--- config.mk ---
export PLATFORM = sky130hd
export DESIGN_NAME = ab_slot_image_verify_select
export DESIGN_NICKNAME = d
export VERILOG_FILES = /design/src/sv/absiv_pkg.sv /design/src/sv/absiv_select.sv /design/src/sv/ab_slot_image_verify_select.sv
export SDC_FILE = /design/constraint.sdc
export NUM_CORES = 1
export LEC_CHECK = 0
export BUFFER_PORTS_ARGS = -buffer_cell sky130_fd_sc_hd__buf_2
export CAP_MARGIN = 40
export CORE_ASPECT_RATIO = 1.75
export CORE_UTILIZATION = 65
export DETAILED_ROUTE_END_ITERATION = 8
export PLACE_DENSITY = 0.84
export REMOVE_ABC_BUFFERS = 1
export SLEW_MARGIN = 20
export SYNTH_ARGS = -nofsm -noshare
export SYNTH_HDL_FRONTEND = slang
export SYNTH_HIERARCHICAL = 1
export SYNTH_SLANG_ARGS = --single-unit
--- constraint.sdc ---
create_clock -name i_clk -period 19.9 [get_ports i_clk]
set_clock_uncertainty 0.2 [all_clocks]
set_input_delay 0.995 -clock i_clk [delete_from_list [all_inputs] [get_ports i_clk]]
set_output_delay 0.995 -clock i_clk [all_outputs]
set_load 0.1 [all_outputs]
--- src/sv/absiv_pkg.sv ---
`timescale 1ns / 1ps
`default_nettype none

package absiv_pkg;

    // Fixed image layout
    localparam int HDR_BYTES    = 20;
    localparam int DIGEST_BYTES = 32;
    localparam int FTR_BYTES    = 8;
    localparam int CAP_W        = 25;
    localparam int OUT_W        = 80;

    localparam logic [31:0] MAGIC_A     = 32'h5347_4144;
    localparam logic [31:0] MAGIC_B     = 32'h4653_4744;
    localparam logic [31:0] CRC_POLY    = 32'hEDB8_8320;
    localparam logic [31:0] ALL_ONES    = 32'hFFFF_FFFF;
    localparam logic [15:0] IMG_VERSION = 16'd1;

    // Verdict codes
    localparam logic [1:0] ST_VALID  = 2'd0;
    localparam logic [1:0] ST_HEADER = 2'd1;
    localparam logic [1:0] ST_FOOTER = 2'd2;
    localparam logic [1:0] ST_FAULT  = 2'd3;

    // Slot table update, one per verdict
    typedef struct packed {
        logic        en;
        logic        slot;
        logic        ok;
        logic [31:0] gen;
    } t_upd;

    // Load/save choice after the update
    typedef struct packed {
        logic        load_found;
        logic        load_slot;
        logic        save_slot;
        logic [31:0] next_generation;
    } t_choice;

    // Result word, last field in the lowest bits
    typedef struct packed {
        logic        pad;
        logic [31:0] next_generation;
        logic        save_slot;
        logic        load_slot;
        logic        load_found;
        logic [8:0]  record_count;
        logic [31:0] generation;
        logic [1:0]  status;
        logic        verdict_slot;
    } t_result;

    // Reflected CRC-32, one byte
    function automatic logic [31:0] crc_byte(input logic [31:0] c, input logic [7:0] b);
        logic [31:0] x;
        x = c ^ {24'd0, b};
        for (int k = 0; k < 8; k++) begin
            x = x[0] ? ((x >> 1) ^ CRC_POLY) : (x >> 1);
        end
        return x;
    endfunction

endpackage

`default_nettype wire

--- src/sv/absiv_select.sv ---
`timescale 1ns / 1ps
`default_nettype none

module absiv_select (
    input  logic                i_clk,
    input  logic                i_rst_n,
    input  absiv_pkg::t_upd     i_upd,
    output absiv_pkg::t_choice  o_choice
);
    import absiv_pkg::*;

    logic [1:0]  r_valid;
    logic [1:0]  n_valid;
    logic [31:0] r_gen [2];
    logic [31:0] n_gen [2];
    logic        g1_gt;
    logic        g0_gt;
    logic [31:0] maxg;

    // table as it stands after this verdict
    always_comb begin
        n_valid  = r_valid;
        n_gen[0] = r_gen[0];
        n_gen[1] = r_gen[1];
        if (i_upd.en) begin
            n_valid[i_upd.slot] = i_upd.ok;
            n_gen[i_upd.slot]   = i_upd.ok ? i_upd.gen : 32'd0;
        end
    end

    assign g1_gt = n_gen[1] > n_gen[0];
    assign g0_gt = n_gen[0] > n_gen[1];

    always_comb begin
        if (n_valid[0] && n_valid[1]) begin
            maxg = g1_gt ? n_gen[1] : n_gen[0];
        end else if (n_valid[0]) begin
            maxg = n_gen[0];
        end else if (n_valid[1]) begin
            maxg = n_gen[1];
        end else begin
            maxg = 32'd0;
        end
    end

    assign o_choice.load_found      = |n_valid;
    assign o_choice.load_slot       = n_valid[1] && (!n_valid[0] || g1_gt);
    assign o_choice.save_slot       = n_valid[0] && (!n_valid[1] || g0_gt);
    assign o_choice.next_generation = maxg + 32'd1;

    always_ff @(posedge i_clk) begin
        if (!i_rst_n) begin
            r_valid  <= 2'b00;
            r_gen[0] <= 32'd0;
            r_gen[1] <= 32'd0;
        end else if (i_upd.en) begin
            r_valid  <= n_valid;
            r_gen[0] <= n_gen[0];
            r_gen[1] <= n_gen[1];
        end
    end

endmodule

`default_nettype wire

--- src/sv/ab_slot_image_verify_select.sv ---
`timescale 1ns / 1ps
`default_nettype none

// Channel   Dir  Payload                                         Handshake
// s_axis    in   tdata: data_byte; tuser: slot, first, fault     tvalid/tready
// m_axis    out  tdata: verdict word (see port comment)          tvalid/tready
// cfg       in   i_cfg_wdata: slot_capacity                      i_cfg_we, no wait
//
// One byte per cycle while m_axis is not stalled. A byte is held in the input
// register, then the parse, CRC-32 and slot table update run combinationally into
// the result register, from which its verdict is shown. Reset (i_rst_n low,
// synchronous) idles the parser, marks both slots invalid and sets slot_capacity
// to 65536. A stall on m_axis holds the result; the input register still takes
// one byte, then s_axis_tready drops.

module ab_slot_image_verify_select #(
    parameter int RECORD_BYTES = 128,
    parameter int MAX_RECORDS  = 256
) (
    input  logic                          i_clk,
    input  logic                          i_rst_n,
    // configuration
    input  logic                          i_cfg_we,
    input  logic [absiv_pkg::CAP_W-1:0]   i_cfg_wdata,
    // byte stream in
    input  logic                          s_axis_tvalid,
    output logic                          s_axis_tready,
    input  logic [7:0]                    s_axis_tdata,   // [7:0] data_byte
    input  logic [2:0]                    s_axis_tuser,   // [0] slot, [1] first, [2] read_fault
    // verdicts out
    output logic                          m_axis_tvalid,
    input  logic                          m_axis_tready,
    // [0] verdict_slot, [2:1] status, [34:3] generation, [43:35] record_count,
    // [44] load_found, [45] load_slot, [46] save_slot, [78:47] next_generation,
    // [79] zero
    output logic [absiv_pkg::OUT_W-1:0]   m_axis_tdata
);
    import absiv_pkg::*;

    // count width, record size width, record area length width
    localparam int CW  = $clog2(MAX_RECORDS + 1);
    localparam int RBW = $clog2(RECORD_BYTES + 1);
    localparam int LW  = CW + RBW;
    localparam int PW  = (LW > 6) ? LW : 6;
    localparam int TW  = ((LW > CAP_W) ? LW : CAP_W) + 7;
    localparam int HIW = $clog2(HDR_BYTES);
    localparam int FIW = $clog2(FTR_BYTES - 1);

    // parser phases
    localparam logic [2:0] PH_IDLE    = 3'd0;
    localparam logic [2:0] PH_HEADER  = 3'd1;
    localparam logic [2:0] PH_RECORDS = 3'd2;
    localparam logic [2:0] PH_DIGEST  = 3'd3;
    localparam logic [2:0] PH_FOOTER  = 3'd4;

    // input register
    logic        r_in_valid;
    logic [7:0]  r_in_byte;
    logic        r_in_slot;
    logic        r_in_first;
    logic        r_in_fault;

    // result register
    logic        r_out_valid;
    t_result     r_out;

    logic [CAP_W-1:0] r_cap;

    // parse state
    logic [2:0]    r_phase,    n_phase;
    logic [PW-1:0] r_pos,      n_pos;
    logic [31:0]   r_crc,      n_crc;
    logic          r_cur_slot, n_cur_slot;
    logic [LW-1:0] r_rec_len,  n_rec_len;
    logic          r_cnt_big,  n_cnt_big;
    logic [7:0]    r_hdr [HDR_BYTES];
    logic [7:0]    r_ftr [FTR_BYTES-1];

    logic          adv;
    logic          proc;
    logic          hdr_we;
    logic          ftr_we;
    logic          emit;
    logic [1:0]    emit_status;
    logic [2:0]    ph;
    logic [PW-1:0] pos;
    logic [31:0]   crc;
    logic [31:0]   w_count;
    logic [31:0]   w_gen;
    logic [31:0]   w_magic;
    logic [15:0]   w_version;
    logic [31:0]   w_rsize;
    logic [31:0]   w_stored;
    logic [31:0]   w_magic2;
    logic          hdr_ok;
    logic          ok;
    t_upd          upd;
    t_choice       choice;
    t_result       res;

    // result register frees when empty or being taken
    assign adv           = !r_out_valid || m_axis_tready;
    assign s_axis_tready = !r_in_valid || adv;
    assign proc          = r_in_valid && adv;

    // header fields, little-endian
    assign w_magic   = {r_hdr[3], r_hdr[2], r_hdr[1], r_hdr[0]};
    assign w_version = {r_hdr[5], r_hdr[4]};
    assign w_gen     = {r_hdr[11], r_hdr[10], r_hdr[9], r_hdr[8]};
    assign w_count   = {r_hdr[15], r_hdr[14], r_hdr[13], r_hdr[12]};
    // record size completes with the byte in hand (last header byte)
    assign w_rsize   = {r_in_byte, r_hdr[18], r_hdr[17], r_hdr[16]};
    assign w_stored  = {r_ftr[3], r_ftr[2], r_ftr[1], r_ftr[0]};
    assign w_magic2  = {r_in_byte, r_ftr[6], r_ftr[5], r_ftr[4]};

    // record area length is registered at header byte 16, before the header ends
    assign hdr_ok = (w_magic == MAGIC_A) && (w_version == IMG_VERSION)
                 && (w_rsize == 32'(RECORD_BYTES)) && !r_cnt_big
                 && (TW'(HDR_BYTES + DIGEST_BYTES + FTR_BYTES) + TW'(r_rec_len)
                     <= TW'(r_cap));

    // a first byte restarts the parse from header byte zero
    assign ph  = r_in_first ? PH_HEADER : r_phase;
    assign pos = r_in_first ? '0 : r_pos;
    assign crc = r_in_first ? ALL_ONES : r_crc;

    always_comb begin
        n_phase     = r_phase;
        n_pos       = r_pos;
        n_crc       = r_crc;
        n_cur_slot  = r_cur_slot;
        n_rec_len   = r_rec_len;
        n_cnt_big   = r_cnt_big;
        hdr_we      = 1'b0;
        ftr_we      = 1'b0;
        emit        = 1'b0;
        emit_status = ST_VALID;
        if (proc) begin
            n_phase = ph;
            n_pos   = pos;
            n_crc   = crc;
            if (r_in_first) begin
                n_cur_slot = r_in_slot;
            end
            if (ph != PH_IDLE) begin
                if (r_in_fault) begin
                    emit        = 1'b1;
                    emit_status = ST_FAULT;
                    n_phase     = PH_IDLE;
                end else begin
                    unique case (ph)
                        PH_HEADER: begin
                            hdr_we = 1'b1;
                            n_crc  = crc_byte(crc, r_in_byte);
                            n_pos  = pos + PW'(1);
                            // count bytes 12..15 are all in by now
                            if (pos == PW'(16)) begin
                                n_cnt_big = w_count > 32'(MAX_RECORDS);
                                n_rec_len = LW'(w_count[CW-1:0]) * LW'(RECORD_BYTES);
                            end
                            if (pos == PW'(HDR_BYTES - 1)) begin
                                n_pos = '0;
                                if (!hdr_ok) begin
                                    emit        = 1'b1;
                                    emit_status = ST_HEADER;
                                    n_phase     = PH_IDLE;
                                end else if (r_rec_len != '0) begin
                                    n_phase = PH_RECORDS;
                                end else begin
                                    n_phase = PH_DIGEST;
                                end
                            end
                        end
                        PH_RECORDS: begin
                            n_crc = crc_byte(crc, r_in_byte);
                            if (pos + PW'(1) == PW'(r_rec_len)) begin
                                n_pos   = '0;
                                n_phase = PH_DIGEST;
                            end else begin
                                n_pos = pos + PW'(1);
                            end
                        end
                        PH_DIGEST: begin
                            // digest bytes are skipped, not checked
                            if (pos == PW'(DIGEST_BYTES - 1)) begin
                                n_pos   = '0;
                                n_phase = PH_FOOTER;
                            end else begin
                                n_pos = pos + PW'(1);
                            end
                        end
                        PH_FOOTER: begin
                            if (pos[FIW-1:0] == FIW'(FTR_BYTES - 1)) begin
                                emit        = 1'b1;
                                n_phase     = PH_IDLE;
                                emit_status = ((w_magic2 == MAGIC_B)
                                              && (w_stored == ~crc)) ? ST_VALID : ST_FOOTER;
                            end else begin
                                ftr_we = 1'b1;
                                n_pos  = pos + PW'(1);
                            end
                        end
                        default: begin
                            n_phase = PH_IDLE;
                        end
                    endcase
                end
            end
        end
    end

    assign ok = (emit_status == ST_VALID);

    assign upd.en   = emit;
    assign upd.slot = n_cur_slot;
    assign upd.ok   = ok;
    assign upd.gen  = w_gen;

    absiv_select u_select (
        .i_clk    (i_clk),
        .i_rst_n  (i_rst_n),
        .i_upd    (upd),
        .o_choice (choice)
    );

    always_comb begin
        res                 = '0;
        res.verdict_slot    = n_cur_slot;
        res.status          = emit_status;
        res.generation      = ok ? w_gen : 32'd0;
        res.record_count    = ok ? w_count[8:0] : 9'd0;
        res.load_found      = choice.load_found;
        res.load_slot       = choice.load_slot;
        res.save_slot       = choice.save_slot;
        res.next_generation = choice.next_generation;
    end

    // control
    always_ff @(posedge i_clk) begin
        if (!i_rst_n) begin
            r_in_valid  <= 1'b0;
            r_out_valid <= 1'b0;
            r_cap       <= CAP_W'(65536);
            r_phase     <= PH_IDLE;
            r_pos       <= '0;
            r_crc       <= ALL_ONES;
            r_cur_slot  <= 1'b0;
            r_rec_len   <= '0;
            r_cnt_big   <= 1'b0;
        end else begin
            if (s_axis_tvalid && s_axis_tready) begin
                r_in_valid <= 1'b1;
            end else if (adv) begin
                r_in_valid <= 1'b0;
            end
            if (proc && emit) begin
                r_out_valid <= 1'b1;
            end else if (m_axis_tready) begin
                r_out_valid <= 1'b0;
            end
            if (i_cfg_we) begin
                r_cap <= i_cfg_wdata;
            end
            r_phase    <= n_phase;
            r_pos      <= n_pos;
            r_crc      <= n_crc;
            r_cur_slot <= n_cur_slot;
            r_rec_len  <= n_rec_len;
            r_cnt_big  <= n_cnt_big;
        end
    end

    // payload
    always_ff @(posedge i_clk) begin
        if (s_axis_tvalid && s_axis_tready) begin
            r_in_byte  <= s_axis_tdata;
            r_in_slot  <= s_axis_tuser[0];
            r_in_first <= s_axis_tuser[1];
            r_in_fault <= s_axis_tuser[2];
        end
        if (hdr_we) begin
            r_hdr[pos[HIW-1:0]] <= r_in_byte;
        end
        if (ftr_we) begin
            r_ftr[pos[FIW-1:0]] <= r_in_byte;
        end
        if (proc && emit) begin
            r_out <= res;
        end
    end

    assign m_axis_tvalid = r_out_valid;
    assign m_axis_tdata  = r_out;

endmodule

`default_nettype wire

==> results.json <==
{
  "gp_congestion": 0.956,
  "grt_max_degree": 80,
  "pre_cts_ws_ns": 11.20,
  "cts.path.max_buffers": 3,
  "seq_area_frac_synth_pct": 58.5,
  "cts_max_level": 2,
  "port_buffers": 121,
  "ant_nets": 0,
  "drv_cap": 0,
  "pwr_density_cell_nw_per_um2": 83.1,
  "num_vias": 15500,
  "power_frac_seq_pct": 52.5,
  "fmax_ghz": 0.111,
  "cts_tree": "yes",
  "p_leak_nw": 8.36,
  "track_usage_pct": 32.6,
  "core_um2": 31500,
  "final_area_um2": 23100,
  "holdBufCountCts": 0,
  "clk_latency_ns": 0.55,
  "cpPeakStageDelay_ns": 0.80,
  "clkSinkCount": 438,
  "synth_seq_cells": 438,
  "slew_headroom_pct": 39.9,
  "syn_area_um2": 20900,
  "ys.flop_type": "edfxtp_1",
  "crit_path_end_kind": "flop",
  "yosysMostFrequentCell": "edfxtp_1",
  "min_period_ns": 9.01,
  "numCtsBuffers": 37,
  "rsz0062_at_grt": "false",
  "synth_top_cell_area_share_pct": 49.7,
  "status": "finished, final reports clean",
  "ys_top_cells_by_count": "edfxtp_1 (346), nor2_1 (277), nand2_1 (139)",
  "ys_warn_count": 6,
  "grt_pass1_wl_um": 80400,
  "vias_per_cell": 6.48,
  "crit_path_max_fanout": 48,
  "placed_cell_area_um2": 21900,
  "wl_um": 52700,
  "drive_above_1_share_pct": 13.8,
  "critical_path_buf_inv_count": 4,
  "hpwl_um": 35400,
  "synth_area_leader_cell": "edfxtp_1",
  "worst_slew_pin_slew_ns": 0.893,
  "start_util_pct": 66.3,
  "internal-power_mw": 1.46,
  "critPathSlowestCell": "nor4_1",
  "setup_violations": 0,
  "grt_pass1_vias": 15200,
  "yosys.area_share.simple_pct": 16.8,
  "cts_setup_buffers": 0,
  "die_x_um": 138,
  "wl_per_cell_um": 22.0,
  "rows": 86,
  "dieHeight_um": 239,
  "diodes": 0,
  "avgSynthCellArea_um2": 11.2,
  "syn_to_final_growth_pct": 10.7,
  "synth_compound_gate_area_share_pct": 9.44,
  "start_kind": "flop",
  "ctsResizeCount": 0,
  "slew_violations": 0,
  "drc": 0,
  "crit_type": "reg2reg",
  "syn-instance-count": 1874,
  "post-route-period-util_pct": 45.3,
  "drtIter0Drc": 1532,
  "cp.arrival_ns": 9.10,
  "clockRootBuffer": "clkbuf_16",
  "ys_types": 89,
  "required_ns": 19.98,
  "synth_edf_count": 346,
  "synth_top_family_by_area": "simple AND/OR/NAND/NOR gates",
  "synthAdderAreaFrac_pct": 2.57,
  "clkTransAtPathRegs_ns": 0.07,
  "final_nets": 2053,
  "synth_area_leaders": "edfxtp_1 (50%), dfxtp_1 (8.8%), nor2_1 (5.0%), xnor2_1 (4.1%), ha_1 (2.5%)",
  "clockPowerShare_pct": 38.7,
  "stdcell_count": 2393,
  "hold_viol_final": 0,
  "globalRoute.totalOverflow": 0,
  "grt_antenna_before_repair": 0,
  "drtPass1Iterations": 6,
  "path_common_cell": "buf_4",
  "crit_family": "simple AND/OR/NAND/NOR gates",
  "setup-tns-final_ns": 0,
  "layout_setup_ws_ns": 10.89,
  "switching_share_pct": 23.9,
  "power.total_mw": 1.92,
  "dieArea_um2": 32900,
  "placed_cells": 2322,
  "synth_xor_area_share_pct": 6.43,
  "peakVddDrop_mv": 0.105,
  "power.switching_mw": 0.459,
  "hp-class": "reg2reg",
  "ios": 123,
  "power.share.combinational_pct": 8.8,
  "synthMuxAreaShare_pct": 2.95,
  "synthArstFlopShare_pct": 0
}
## registers in the layout, indices dropped and copies added, names as in the netlist, 2 cells and up
register,count
r_crc,32
u_select/r_gen,64
r_phase,3
r_rec_len,9
r_cap,25
m_axis_tdata,79
r_hdr,136
u_select/r_valid,2
r_ftr,56
r_in_byte,8
r_pos,17
## layout make-up
cell class / count / area, µm²
flip-flops and latches: 438 / 12200
multi-input cells: 1268 / 8040
clock buffers: 47 / 995
repair buffers: 157 / 901
fillers: 2057 / 8380
well taps: 396 / 495
clock inverters: 19 / 228
inverters: 68 / 255
## cells by family (layout without fill, tap and decap cells)
kind of cell | count (synthesis) | after routing
buf+inv | 168 | 291
simple gates | 708 | 708
mux | 59 | 59
flops | 438 | 438
xor+xnor | 150 | 150
other cells | 1 | 1
compound gates | 307 | 307
fa+ha+maj | 43 | 43
## per-layer routing
metal / vias up / global-route usage [%] / share of wire (%)
met4: 0 / 26.0 / 8.1
met3: 276 / 4.28 / 6.7
met5: - / 0 / 0
met2: 889 / 56.6 / 52
li1: 6975 / - / -
met1: 7362 / 34.9 / 34
## cell usage in the layout (no fill, tap or decap), types with 9 or more instances in the layout
| master | n |
|---|---|
| edfxtp_1 | 346 |
| nor2_1 | 275 |
| nand2_1 | 136 |
| buf_2 | 123 |
| a21oi_1 | 104 |
| xnor2_1 | 98 |
| dfxtp_1 | 92 |
| o22ai_1 | 67 |
| inv_1 | 65 |
| and2_1 | 51 |
| xor2_1 | 48 |
| ha_1 | 42 |
| mux2i_1 | 40 |
| clkbuf_16 | 38 |
| o21ai_0 | 37 |
| nor4_1 | 31 |
| buf_4 | 31 |
| nand3_1 | 30 |
| nor3_1 | 27 |
| nand4_1 | 25 |
| nor2b_1 | 18 |
| mux2_2 | 18 |
| nand2b_1 | 13 |
| o21a_1 | 13 |
| or4_1 | 12 |
| or3_1 | 12 |
| nor4b_1 | 11 |
| a21o_1 | 9 |
## power groups by stage
stage,clock network (mW),logic (mW),registers [mW]
6_report,0.744,0.170,1.01
5_1_grt,0.778,0.181,1.01
4_1_cts,0.748,0.167,1.01
3_5_place_dp,0,0.165,1.03
3_3_place_gp,0,0.160,1.03
2_1_floorplan,0,0.0903,1.06
## through the flow
step                      hold slack [ns]  util (%)
after floorplan                     0.251         -
after global placement              0.268      69.2
after detailed placement            0.274      69.4
after CTS                           0.292      73.3
after global routing                0.303      73.4
final                               0.292      73.4
## worst paths after layout
| check | slack (ns) | to | cells past startpoint | start |
|---|---|---|---|---|
| max | 10.89 | m_axis_tdata[68]$_DFFE_PP_ | 25 | r_in_byte[3]$_DFFE_PP_ |
| min | 0.29 | r_cap[1]$_SDFFE_PN0P_ | 2 | r_cap[1]$_SDFFE_PN0P_ |
| max reg2reg | 10.89 | m_axis_tdata[68]$_DFFE_PP_ | 25 | r_in_byte[3]$_DFFE_PP_ |
| min reg2reg | 0.29 | r_cap[1]$_SDFFE_PN0P_ | 2 | r_cap[1]$_SDFFE_PN0P_ |
## worst reg2reg max path, stage by stage, from the launching register on
cell and delay [ns]:
edfxtp_1 0.37, buf_4 0.27, or4_1 0.57, nor2_1 0.23
nand3_1 0.13, nor4_1 0.61, a21boi_0 0.31, o21a_1 0.30
nand2b_4 0.19, nand2b_2 0.33, buf_4 0.52, nor2_1 0.13
a21oi_1 0.32, inv_1 0.10, ha_1 0.29, nand4_1 0.14
nor4_1 0.80, o311ai_1 0.27, o32ai_2 0.30, o31ai_4 0.18
buf_4 0.28, o22ai_1 0.36, o2111ai_1 0.32, or4_1 0.76
nor4b_2 0.34, xor2_1 0.12
Power figures use the tool's default switching activity.
